### src/design/hsv_to_rgb_pixel_defines.svh
// ----------------------------------------------------------------------------
// hsv_to_rgb_pixel assertion macros
// shared check macros for the hsv to rgb pixel pipeline
// ----------------------------------------------------------------------------
`ifndef HSV_TO_RGB_PIXEL_DEFINES_SVH
`define HSV_TO_RGB_PIXEL_DEFINES_SVH

// same-cycle implication, disabled while in reset
`define HSV2RGB_ASSERT_IMP(lbl, clk, rst_n, ante, cons) \
  lbl: assert property (@(posedge clk) disable iff (!rst_n) (ante) |-> (cons)) \
    else $error("hsv_to_rgb_pixel: check failed");

// next-cycle implication, disabled while in reset
`define HSV2RGB_ASSERT_NXT(lbl, clk, rst_n, ante, cons) \
  lbl: assert property (@(posedge clk) disable iff (!rst_n) (ante) |=> (cons)) \
    else $error("hsv_to_rgb_pixel: check failed");

`endif

### src/design/hsv2rgb_pkg.sv
// ----------------------------------------------------------------------------
// hsv2rgb_pkg
// shared constants and types for the hsv to rgb pixel pipeline
// ----------------------------------------------------------------------------
package hsv2rgb_pkg;

  // default number of fraction bits in hue, saturation and value
  localparam int FRAC_BITS_DEF = 12;

  // input field width
  localparam int CHAN_W = 16;
  // output channel width
  localparam int RGB_W = 8;

  // 3/pi in unsigned q0.24
  localparam int K_W = 24;
  localparam logic [K_W-1:0] THIRD_PI_Q24 = 24'd16021061;

  // scaled hue width: signed 16 bit times signed 25 bit
  localparam int X_W = CHAN_W + K_W + 1;

  // colour wheel sector
  typedef enum logic [2:0] {
    SEC_0 = 3'd0,
    SEC_1 = 3'd1,
    SEC_2 = 3'd2,
    SEC_3 = 3'd3,
    SEC_4 = 3'd4,
    SEC_5 = 3'd5
  } sector_t;

endpackage

### src/design/hsv2rgb_front.sv
// ----------------------------------------------------------------------------
// hsv2rgb_front
// first stage: clamps saturation and value, scales hue by 3/pi
// ----------------------------------------------------------------------------
`include "hsv_to_rgb_pixel_defines.svh"

module hsv2rgb_front #(
  parameter int FRAC_BITS = hsv2rgb_pkg::FRAC_BITS_DEF
) (
  input  logic                                 clk,
  input  logic                                 rst_n,
  input  logic                                 in_valid,
  output logic                                 in_ready,
  input  logic signed [hsv2rgb_pkg::CHAN_W-1:0] hue,
  input  logic signed [hsv2rgb_pkg::CHAN_W-1:0] saturation,
  input  logic signed [hsv2rgb_pkg::CHAN_W-1:0] brightness,
  output logic                                 s1_valid,
  input  logic                                 s1_ready,
  output logic signed [hsv2rgb_pkg::X_W-1:0]    s1_x,
  output logic        [FRAC_BITS:0]            s1_sat,
  output logic        [FRAC_BITS:0]            s1_bri
);
  import hsv2rgb_pkg::*;

  localparam int EXT_W = CHAN_W + 2;
  localparam logic signed [EXT_W-1:0] ONE_EXT = EXT_W'(1 << FRAC_BITS);
  localparam logic [FRAC_BITS:0] ONE_V = (FRAC_BITS+1)'(1 << FRAC_BITS);

  logic                    valid_r;
  logic signed [X_W-1:0]   x_r, x_nxt;
  logic [FRAC_BITS:0]      sat_r, sat_nxt;
  logic [FRAC_BITS:0]      bri_r, bri_nxt;
  logic signed [EXT_W-1:0] sat_ext, bri_ext;

  // clamp to 0..1
  always_comb begin
    sat_ext = EXT_W'(saturation);
    bri_ext = EXT_W'(brightness);
    if (sat_ext[EXT_W-1]) begin
      sat_nxt = '0;
    end else if (sat_ext > ONE_EXT) begin
      sat_nxt = ONE_V;
    end else begin
      sat_nxt = sat_ext[FRAC_BITS:0];
    end
    if (bri_ext[EXT_W-1]) begin
      bri_nxt = '0;
    end else if (bri_ext > ONE_EXT) begin
      bri_nxt = ONE_V;
    end else begin
      bri_nxt = bri_ext[FRAC_BITS:0];
    end
    x_nxt = X_W'(hue) * X_W'($signed({1'b0, THIRD_PI_Q24}));
  end

  assign in_ready = !valid_r || s1_ready;

  always_ff @(posedge clk) begin
    if (!rst_n) begin
      valid_r <= 1'b0;
    end else if (in_ready) begin
      valid_r <= in_valid;
    end
  end

  always_ff @(posedge clk) begin
    if (in_ready && in_valid) begin
      x_r   <= x_nxt;
      sat_r <= sat_nxt;
      bri_r <= bri_nxt;
    end
  end

  assign s1_valid = valid_r;
  assign s1_x     = x_r;
  assign s1_sat   = sat_r;
  assign s1_bri   = bri_r;

  `HSV2RGB_ASSERT_IMP(a_clamped, clk, rst_n, valid_r, (sat_r <= ONE_V) && (bri_r <= ONE_V))

endmodule

### src/design/hsv2rgb_terms.sv
// ----------------------------------------------------------------------------
// hsv2rgb_terms
// stages two and three: sector and fraction, p q t terms, channel select
// ----------------------------------------------------------------------------
`include "hsv_to_rgb_pixel_defines.svh"

module hsv2rgb_terms #(
  parameter int FRAC_BITS = hsv2rgb_pkg::FRAC_BITS_DEF
) (
  input  logic                              clk,
  input  logic                              rst_n,
  input  logic                              s1_valid,
  output logic                              s1_ready,
  input  logic signed [hsv2rgb_pkg::X_W-1:0] s1_x,
  input  logic        [FRAC_BITS:0]         s1_sat,
  input  logic        [FRAC_BITS:0]         s1_bri,
  output logic                              s3_valid,
  input  logic                              s3_ready,
  output logic        [3*FRAC_BITS:0]       s3_red,
  output logic        [3*FRAC_BITS:0]       s3_green,
  output logic        [3*FRAC_BITS:0]       s3_blue
);
  import hsv2rgb_pkg::*;

  localparam int PW = 2*FRAC_BITS + 1;
  localparam int CW = 3*FRAC_BITS + 1;
  localparam int HUE_SHIFT = FRAC_BITS + K_W;
  localparam logic [FRAC_BITS:0] ONE_V = (FRAC_BITS+1)'(1 << FRAC_BITS);
  localparam logic [PW-1:0] ONE2 = PW'(1) << (2*FRAC_BITS);
  localparam logic [CW-1:0] ONE3 = CW'(1) << (3*FRAC_BITS);

  // stage two
  logic                 v2_r, rdy2;
  sector_t              sec2_r, sec2_nxt;
  logic [PW-1:0]        aq2_r, aq2_nxt, at2_r, at2_nxt, pv2_r, pv2_nxt;
  logic [FRAC_BITS:0]   bri2_r;
  logic [X_W-1:0]       sh;
  logic                 in_range;
  logic [FRAC_BITS-1:0] frac;

  // stage three
  logic          v3_r, rdy3;
  logic [CW-1:0] red3_r, red3_nxt, grn3_r, grn3_nxt, blu3_r, blu3_nxt;
  logic [CW-1:0] q3, t3, p3, vq3;

  // negative hue or a sector past five falls back to sector zero, fraction zero
  always_comb begin
    sh       = X_W'($unsigned(s1_x)) >> HUE_SHIFT;
    in_range = !s1_x[X_W-1] && (sh <= X_W'(SEC_5));
    sec2_nxt = in_range ? sector_t'(sh[2:0]) : SEC_0;
    frac     = in_range ? s1_x[K_W +: FRAC_BITS] : '0;
    aq2_nxt  = ONE2 - PW'(s1_sat) * PW'({1'b0, frac});
    at2_nxt  = ONE2 - PW'(s1_sat) * PW'(ONE_V - {1'b0, frac});
    pv2_nxt  = PW'(s1_bri) * PW'(ONE_V - s1_sat);
  end

  assign rdy3     = !v3_r || s3_ready;
  assign rdy2     = !v2_r || rdy3;
  assign s1_ready = rdy2;

  always_ff @(posedge clk) begin
    if (!rst_n) begin
      v2_r <= 1'b0;
    end else if (rdy2) begin
      v2_r <= s1_valid;
    end
  end

  always_ff @(posedge clk) begin
    if (rdy2 && s1_valid) begin
      sec2_r <= sec2_nxt;
      aq2_r  <= aq2_nxt;
      at2_r  <= at2_nxt;
      pv2_r  <= pv2_nxt;
      bri2_r <= s1_bri;
    end
  end

  // p q t and full value, then route by sector
  always_comb begin
    q3  = CW'(bri2_r) * CW'(aq2_r);
    t3  = CW'(bri2_r) * CW'(at2_r);
    p3  = CW'(pv2_r) << FRAC_BITS;
    vq3 = CW'(bri2_r) << (2*FRAC_BITS);
    unique case (sec2_r)
      SEC_1: begin
        red3_nxt = q3;  grn3_nxt = vq3; blu3_nxt = p3;
      end
      SEC_2: begin
        red3_nxt = p3;  grn3_nxt = vq3; blu3_nxt = t3;
      end
      SEC_3: begin
        red3_nxt = p3;  grn3_nxt = q3;  blu3_nxt = vq3;
      end
      SEC_4: begin
        red3_nxt = t3;  grn3_nxt = p3;  blu3_nxt = vq3;
      end
      SEC_5: begin
        red3_nxt = vq3; grn3_nxt = p3;  blu3_nxt = q3;
      end
      default: begin
        red3_nxt = vq3; grn3_nxt = t3;  blu3_nxt = p3;
      end
    endcase
  end

  always_ff @(posedge clk) begin
    if (!rst_n) begin
      v3_r <= 1'b0;
    end else if (rdy3) begin
      v3_r <= v2_r;
    end
  end

  always_ff @(posedge clk) begin
    if (rdy3 && v2_r) begin
      red3_r <= red3_nxt;
      grn3_r <= grn3_nxt;
      blu3_r <= blu3_nxt;
    end
  end

  assign s3_valid = v3_r;
  assign s3_red   = red3_r;
  assign s3_green = grn3_r;
  assign s3_blue  = blu3_r;

  `HSV2RGB_ASSERT_IMP(a_red_le_one, clk, rst_n, v3_r, red3_r <= ONE3)
  `HSV2RGB_ASSERT_IMP(a_grn_le_one, clk, rst_n, v3_r, grn3_r <= ONE3)
  `HSV2RGB_ASSERT_IMP(a_blu_le_one, clk, rst_n, v3_r, blu3_r <= ONE3)

endmodule

### src/design/hsv2rgb_quant.sv
// ----------------------------------------------------------------------------
// hsv2rgb_quant
// output stage: scales each channel by 255, rounds half up, holds the word
// ----------------------------------------------------------------------------
module hsv2rgb_quant #(
  parameter int FRAC_BITS = hsv2rgb_pkg::FRAC_BITS_DEF
) (
  input  logic                            clk,
  input  logic                            rst_n,
  input  logic                            s3_valid,
  output logic                            s3_ready,
  input  logic [3*FRAC_BITS:0]            s3_red,
  input  logic [3*FRAC_BITS:0]            s3_green,
  input  logic [3*FRAC_BITS:0]            s3_blue,
  output logic                            out_valid,
  input  logic                            out_stall,
  output logic [hsv2rgb_pkg::RGB_W-1:0]   out_red,
  output logic [hsv2rgb_pkg::RGB_W-1:0]   out_green,
  output logic [hsv2rgb_pkg::RGB_W-1:0]   out_blue
);
  import hsv2rgb_pkg::*;

  localparam int OUT_SHIFT = 3*FRAC_BITS;
  localparam int SW = OUT_SHIFT + RGB_W + 1;
  localparam logic [SW-1:0] HALF = SW'(1) << (OUT_SHIFT - 1);

  logic             valid_r;
  logic [RGB_W-1:0] red_r, red_nxt, grn_r, grn_nxt, blu_r, blu_nxt;
  logic [SW-1:0]    red_s, grn_s, blu_s;

  // c*255 as (c << 8) - c
  always_comb begin
    red_s   = (SW'(s3_red) << RGB_W) - SW'(s3_red) + HALF;
    grn_s   = (SW'(s3_green) << RGB_W) - SW'(s3_green) + HALF;
    blu_s   = (SW'(s3_blue) << RGB_W) - SW'(s3_blue) + HALF;
    red_nxt = red_s[OUT_SHIFT +: RGB_W];
    grn_nxt = grn_s[OUT_SHIFT +: RGB_W];
    blu_nxt = blu_s[OUT_SHIFT +: RGB_W];
  end

  assign s3_ready = !valid_r || !out_stall;

  always_ff @(posedge clk) begin
    if (!rst_n) begin
      valid_r <= 1'b0;
    end else if (s3_ready) begin
      valid_r <= s3_valid;
    end
  end

  always_ff @(posedge clk) begin
    if (s3_ready && s3_valid) begin
      red_r <= red_nxt;
      grn_r <= grn_nxt;
      blu_r <= blu_nxt;
    end
  end

  assign out_valid = valid_r;
  assign out_red   = red_r;
  assign out_green = grn_r;
  assign out_blue  = blu_r;

endmodule

### src/design/hsv_to_rgb_pixel.sv
// ----------------------------------------------------------------------------
// hsv_to_rgb_pixel
// registers in order: front, terms stage two, terms stage three, quant
// throughput: one word per cycle while out_stall is low; every stage holds one
// word, moving on when the next stage has room; a stall loses and repeats nothing
// reset: synchronous active-low rst_n clears the valid bit of each stage
// ----------------------------------------------------------------------------
`include "hsv_to_rgb_pixel_defines.svh"

module hsv_to_rgb_pixel #(
  parameter int FRAC_BITS = hsv2rgb_pkg::FRAC_BITS_DEF
) (
  input  logic                                 clk,
  input  logic                                 rst_n,
  input  logic                                 in_valid,
  output logic                                 in_stall,
  input  logic signed [hsv2rgb_pkg::CHAN_W-1:0] in_hue,
  input  logic signed [hsv2rgb_pkg::CHAN_W-1:0] in_saturation,
  input  logic signed [hsv2rgb_pkg::CHAN_W-1:0] in_brightness,
  output logic                                 out_valid,
  input  logic                                 out_stall,
  output logic        [hsv2rgb_pkg::RGB_W-1:0]  out_red,
  output logic        [hsv2rgb_pkg::RGB_W-1:0]  out_green,
  output logic        [hsv2rgb_pkg::RGB_W-1:0]  out_blue
);
  import hsv2rgb_pkg::*;

  // stage map
  //   front: clamp saturation and value to 0..1, hue times 3/pi (one multiply)
  //   terms: sector and fraction, s*f products, then v times those, sector routing
  //   quant: times 255 with round half up, output register
  // zero saturation needs no special path: p, q and t all collapse to v

  logic                   front_ready;
  logic                   s1_valid, s1_ready;
  logic signed [X_W-1:0]  s1_x;
  logic [FRAC_BITS:0]     s1_sat, s1_bri;
  logic                   s3_valid, s3_ready;
  logic [3*FRAC_BITS:0]   s3_red, s3_green, s3_blue;

  hsv2rgb_front #(
    .FRAC_BITS (FRAC_BITS)
  ) u_front (
    .clk        (clk),
    .rst_n      (rst_n),
    .in_valid   (in_valid),
    .in_ready   (front_ready),
    .hue        (in_hue),
    .saturation (in_saturation),
    .brightness (in_brightness),
    .s1_valid   (s1_valid),
    .s1_ready   (s1_ready),
    .s1_x       (s1_x),
    .s1_sat     (s1_sat),
    .s1_bri     (s1_bri)
  );

  hsv2rgb_terms #(
    .FRAC_BITS (FRAC_BITS)
  ) u_terms (
    .clk      (clk),
    .rst_n    (rst_n),
    .s1_valid (s1_valid),
    .s1_ready (s1_ready),
    .s1_x     (s1_x),
    .s1_sat   (s1_sat),
    .s1_bri   (s1_bri),
    .s3_valid (s3_valid),
    .s3_ready (s3_ready),
    .s3_red   (s3_red),
    .s3_green (s3_green),
    .s3_blue  (s3_blue)
  );

  hsv2rgb_quant #(
    .FRAC_BITS (FRAC_BITS)
  ) u_quant (
    .clk       (clk),
    .rst_n     (rst_n),
    .s3_valid  (s3_valid),
    .s3_ready  (s3_ready),
    .s3_red    (s3_red),
    .s3_green  (s3_green),
    .s3_blue   (s3_blue),
    .out_valid (out_valid),
    .out_stall (out_stall),
    .out_red   (out_red),
    .out_green (out_green),
    .out_blue  (out_blue)
  );

  // the input is held off only while every stage is full
  assign in_stall = !front_ready;

  // backpressure only ever starts at a full, stalled output
  `HSV2RGB_ASSERT_IMP(a_stall_origin, clk, rst_n, in_stall, out_valid && out_stall)
  // an accepted word always lands in the first stage
  `HSV2RGB_ASSERT_NXT(a_accept_lands, clk, rst_n, in_valid && !in_stall, s1_valid)

endmodule

### config.mk
export PLATFORM = sky130hd
export DESIGN_NAME = hsv_to_rgb_pixel
export DESIGN_NICKNAME = d
export VERILOG_FILES = /design/src/design/hsv2rgb_pkg.sv /design/src/design/hsv2rgb_front.sv /design/src/design/hsv2rgb_terms.sv /design/src/design/hsv2rgb_quant.sv /design/src/design/hsv_to_rgb_pixel.sv
export VERILOG_INCLUDE_DIRS = /design/src /design/src/design
export SDC_FILE = /design/constraint.sdc
export NUM_CORES = 2
export LEC_CHECK = 0
export BUFFER_PORTS_ARGS = -buffer_cell sky130_fd_sc_hd__buf_2
export CAP_MARGIN = 10
export CORE_MARGIN = 2
export CORE_UTILIZATION = 35
export CTS_CLUSTER_SIZE = 14
export DETAILED_ROUTE_END_ITERATION = 12
export GPL_TIMING_DRIVEN = 0
export PLACE_DENSITY = 0.45
export SETUP_SLACK_MARGIN = 0.4
export SLEW_MARGIN = 0
export SYNTH_ARGS = -nofsm -noshare
export SYNTH_HDL_FRONTEND = slang
export SYNTH_SLANG_ARGS = --single-unit
### constraint.sdc
create_clock -name clk -period 12.15 [get_ports clk]
set_clock_uncertainty 0.1 [all_clocks]
set_input_delay 0.6075 -clock clk [delete_from_list [all_inputs] [get_ports clk]]
set_output_delay 0.6075 -clock clk [all_outputs]
set_load 0.01 [all_outputs]
==> report_table.html <==
<table>
<tr><th>Metric</th><th>Value</th></tr>
<tr><th colspan="2">Timing</th></tr>
<tr><td>Period utilisation layout</td><td>86.25%</td></tr>
<tr><td>Worst slew margin</td><td>about a tenth</td></tr>
<tr><td>Slew Viols, Final</td><td>0</td></tr>
<tr><td>Final setup viols</td><td>0</td></tr>
<tr><td>Transition at the pin with the smallest max-transition slack</td><td>1342 ps</td></tr>
<tr><td>Setup repair after global routing missed its margin</td><td>no</td></tr>
<tr><td>Max frequency</td><td>approximately 95 MHz</td></tr>
<tr><td>Setup TNS after final layout</td><td>0 ps</td></tr>
<tr><td>Number of endpoints with negative hold slack in the final report</td><td>0</td></tr>
<tr><td>Min cycle time layout</td><td>about 10000 ps</td></tr>
<tr><th colspan="2">Setup path</th></tr>
<tr><td>Type of element capturing the critical path</td><td>flop</td></tr>
<tr><td>Total buffers and inverters traversed by the critical path</td><td>7</td></tr>
<tr><td>Data required time at the worst endpoint</td><td>12370 ps</td></tr>
<tr><td>Endpoint of the worst-slack reg-to-reg timing path</td><td>u_terms.at2_r[24]</td></tr>
<tr><td>Worst reg2reg path startpoint</td><td>u_front.s1_x[37]</td></tr>
<tr><td>Top Family by Delay on Critical Path</td><td>adder cells</td></tr>
<tr><td>Type of the worst setup path</td><td>reg -&gt; reg</td></tr>
<tr><td>Register-to-register path setup slack</td><td>1670 ps</td></tr>
<tr><td>Critical path arrival</td><td>10700 ps</td></tr>
<tr><td>Worst reg-to-reg path cell count</td><td>30</td></tr>
<tr><td>Category of the worst setup path launch point</td><td>flop</td></tr>
<tr><td>Worst path slowest cell</td><td>clkbuf_1</td></tr>
<tr><td>Crit path max fanout</td><td>10</td></tr>
<tr><td>Crit-path max cell delay</td><td>590 ps</td></tr>
<tr><th colspan="2">Synth</th></tr>
<tr><td>Post-synthesis instance area</td><td>0.05881 mm²</td></tr>
<tr><td>Main synth FF type</td><td>edfxtp_1</td></tr>
<tr><td>Distinct cell type count of the synthesized netlist</td><td>90</td></tr>
<tr><td>Seq cells post-synth</td><td>~270</td></tr>
<tr><td>Post-synth EDFFs</td><td>268</td></tr>
<tr><td>Number of warnings issued by yosys</td><td>0</td></tr>
<tr><td>Share of synthesized registers carrying an async set or reset</td><td>0%</td></tr>
<tr><td>Proportion of synthesized chip area in sequential cells</td><td>between 10% and 20%</td></tr>
<tr><td>Mean post-synth cell area</td><td>9.382 µm²</td></tr>
<tr><td>Number of nets in the synthesized netlist</td><td>~8100</td></tr>
<tr><td>Number of standard cells after synthesis</td><td>6268</td></tr>
<tr><th colspan="2">Detailed routing</th></tr>
<tr><td>Detail-routed net length per standard cell</td><td>21.75 µm</td></tr>
<tr><td>Number of iterations in the first detailed-routing pass</td><td>6</td></tr>
<tr><td>1st-iter DRT viols</td><td>between 2000 and 3000</td></tr>
<tr><td>Post-detailed-route DRC marker count</td><td>0</td></tr>
<tr><td>Remaining antenna violation count after routing</td><td>0</td></tr>
<tr><td>Total length of routed wires</td><td>between 150000 and 200000 µm</td></tr>
<tr><td>Vias per inst</td><td>a little over 5</td></tr>
<tr><td>Via count</td><td>43380</td></tr>
<tr><th colspan="2">Die</th></tr>
<tr><td>Core ar.</td><td>~0.17 mm²</td></tr>
<tr><td>Die area</td><td>0.1713 mm²</td></tr>
<tr><td>Die width</td><td>413.9 µm</td></tr>
<tr><td>Starting density of the core</td><td>35.21%</td></tr>
<tr><td>Die boundary height</td><td>413.9 µm</td></tr>
<tr><td>Cell row count</td><td>150</td></tr>
<tr><td>Top-level port count</td><td>78</td></tr>
<tr><th colspan="2">Placed design</th></tr>
<tr><td>Post-detailed-placement half-perimeter wirelength</td><td>160200 µm</td></tr>
<tr><td>Port bufs</td><td>77</td></tr>
<tr><td>Weighted congestion at the end of routability-driven global placement</td><td>0.9579</td></tr>
<tr><th colspan="2">Worst hold path</th></tr>
<tr><td>Launch point of the worst hold path</td><td>in_valid</td></tr>
<tr><td>Cell depth of the worst hold path</td><td>2</td></tr>
<tr><td>Type of the most critical hold path</td><td>in -&gt; reg</td></tr>
<tr><td>Worst hold endpoint</td><td>u_front.s1_valid</td></tr>
<tr><th colspan="2">CTS</th></tr>
<tr><td>Bufs on Longest Clock Path</td><td>3</td></tr>
<tr><td>Count of cells resized by post-cts repair</td><td>0</td></tr>
<tr><td>Clock sink count</td><td>272</td></tr>
<tr><td>CTS Buf Count</td><td>37</td></tr>
<tr><td>Maximum level of the CTS H-tree</td><td>2</td></tr>
<tr><td>Clock root cell</td><td>clkbuf_16</td></tr>
<tr><td>Number of hold buffers added after cts</td><td>0</td></tr>
<tr><td>CTS clock-pin slew for the worst setup and hold paths</td><td>50 ps</td></tr>
<tr><td>Post-CTS setup buffer count</td><td>0</td></tr>
<tr><td>CTS tree</td><td>yes</td></tr>
<tr><td>Worst-Skew Late Latency</td><td>620 ps</td></tr>
<tr><th colspan="2">Run status</th></tr>
<tr><td>Run status</td><td>complete, no violations</td></tr>
<tr><th colspan="2">Global routing</th></tr>
<tr><td>Vias in the first global route</td><td>46260</td></tr>
<tr><td>Largest net degree at the start of global routing</td><td>34</td></tr>
<tr><td>Initial antenna violation count</td><td>13</td></tr>
<tr><td>Global router's overall resource usage</td><td>between 20 and 25%</td></tr>
<tr><td>First-pass GRT wire length</td><td>~290000 µm</td></tr>
<tr><td>Total overflow reported by the global router</td><td>0</td></tr>
<tr><th colspan="2">Cells and area</th></tr>
<tr><td>Fillers</td><td>17240</td></tr>
<tr><td>Total number of nets in the final design</td><td>8197</td></tr>
<tr><td>Area Growth Syn to Fin</td><td>7.728%</td></tr>
<tr><td>Share of final-layout standard cells stronger than drive strength 1</td><td>2.725%</td></tr>
<tr><th colspan="2">Job</th></tr>
<tr><td>Number of violations of the max-capacitance limit</td><td>0</td></tr>
</table>
synth_stat cells, types with 6 or more instances:
master	count	area, µm²
a2111oi_0	8	70.07
a211o_1	9	78.83
a211oi_1	36	270.3
a21boi_0	11	82.58
a21o_1	81	608.1
a21oi_1	222	1111
a221oi_1	28	245.2
a22o_1	30	262.8
a22oi_1	12	90.09
a31oi_1	18	112.6
and2_1	393	2459
and3_1	123	769.5
buf_1	10	37.54
clkbuf_1	280	1051
edfxtp_1	268	8048
fa_1	1020	20420
ha_1	730	9134
inv_1	1228	4609
mux2i_1	6	60.06
nand2_1	809	3037
nand2b_1	25	156.4
nand3_1	60	300.3
nand3b_1	7	52.55
nand4_1	14	87.58
nor2_1	169	634.4
nor2b_1	44	275.3
nor3_1	59	295.3
nor4_1	22	137.6
nor4b_1	6	52.55
o211a_1	7	70.07
o211ai_1	22	165.2
o21a_1	26	195.2
o21ai_0	120	600.6
o21bai_1	18	135.1
o221ai_1	6	52.55
o22ai_1	15	93.84
o31a_1	6	52.55
o31ai_1	12	90.09
or3_1	13	81.33
xnor2_1	136	1191
xor2_1	57	499.2
worst max-delay path by stage:
stage	start	cells past startpoint	slack, ps	to
2_1_floorplan	out_stall	2	4010	u_terms.aq2_r[10]
3_3_place_gp	out_stall	3	500	u_terms.at2_r[18]
3_5_place_dp	u_front.s1_x[37]	30	1750	u_terms.at2_r[24]
4_1_cts	u_front.s1_x[37]	30	1730	u_terms.at2_r[24]
5_1_grt	u_front.s1_x[37]	30	1110	u_terms.at2_r[24]
6_report	u_front.s1_x[37]	30	1670	u_terms.at2_r[24]
metal layers:
metal / share of wire, % / track usage (%) / vias up
met1: 46 / 30.80 / 22110
met2: 47 / 37.76 / 911
met5: 0.0096 / 0 / -
met3: 3.6 / 2.039 / 168
met4: 3.0 / 6.297 / 2
li1: - / - / 20190
logic make-up after synthesis:
family / Yosys count / synth area share, %
fa+ha+maj: 1751 / 50.27
mux: 8 / 0.1404
simple gates: 1771 / 14.57
flops: 272 / 13.82
buf+inv: 1521 / 9.709
compound gates: 752 / 8.615
xor+xnor: 193 / 2.874
through the flow:
stage	cells	util (%)	hold WS, ps	area (µm²)	setup WS, ps
after CTS	8626	37.92	74.23	63350	1727
final	8628	37.93	113.1	63350	1670
after global placement	8549	37.09	380.6	61950	503.0
after global routing	8626	37.92	104.0	63350	1115
after detailed placement	8560	37.22	400.5	62170	1753
after floorplan	6268	-	365.7	58810	4015
sequential cells by signal, indices dropped and copies added, names as in the netlist:
register	cells
u_terms.s3_blue	37
u_terms.s3_green	37
u_terms.s3_red	37
u_terms.at2_r	25
u_terms.pv2_r	25
u_terms.aq2_r	24
u_front.s1_x	17
u_front.s1_bri	13
u_front.s1_sat	13
u_terms.bri2_r	13
u_quant.out_blue	8
u_quant.out_green	8
u_quant.out_red	8
u_terms.sec2_r	3
u_front.s1_valid	1
u_quant.out_valid	1
u_terms.s3_valid	1
u_terms.v2_r	1
area by class of cell:
class / count / area, µm² / area share (%)
timing repair buffer: 88 / 578.1 / 0.9125
antenna: 2 / 5.005 / 0.007900
sequential: 272 / 8128 / 12.83
clock buffer: 43 / 948.4 / 1.497
clock inverter: 23 / 225.2 / 0.3555
buffer: 290 / 1089 / 1.718
multi-input combinational: 4475 / 45000 / 71.03
inverter: 1231 / 4621 / 7.294
tap: 2204 / 2758 / 4.353
placed cells by master (no fill, tap or decap), types with 10 or more instances in the layout:
| cell | instances |
|---|---|
| clkbuf_1 | 286 |
| nand2b_1 | 25 |
| nor2b_1 | 42 |
| a211oi_1 | 36 |
| xor2_1 | 57 |
| nand2_1 | 809 |
| nor3_1 | 59 |
| a31oi_1 | 18 |
| edfxtp_1 | 268 |
| nand3_1 | 60 |
| and2_1 | 393 |
| xnor2_1 | 136 |
| or3_1 | 13 |
| a22o_1 | 30 |
| nor4_1 | 22 |
| nor2_1 | 169 |
| inv_1 | 1228 |
| a22oi_1 | 12 |
| buf_2 | 79 |
| o22ai_1 | 15 |
| a221oi_1 | 28 |
| clkinv_1 | 13 |
| o31ai_1 | 12 |
| nand4_1 | 14 |
| buf_1 | 10 |
| o21ai_0 | 120 |
| and3_1 | 123 |
| clkbuf_16 | 37 |
| a21oi_1 | 222 |
| fa_1 | 1020 |
| a21o_1 | 81 |
| o21bai_1 | 18 |
| ha_1 | 730 |
| o211ai_1 | 22 |
| o21a_1 | 26 |
Power is not shown: default switching activity piles up to over one toggle a cycle in this logic, so the estimate is an artifact.
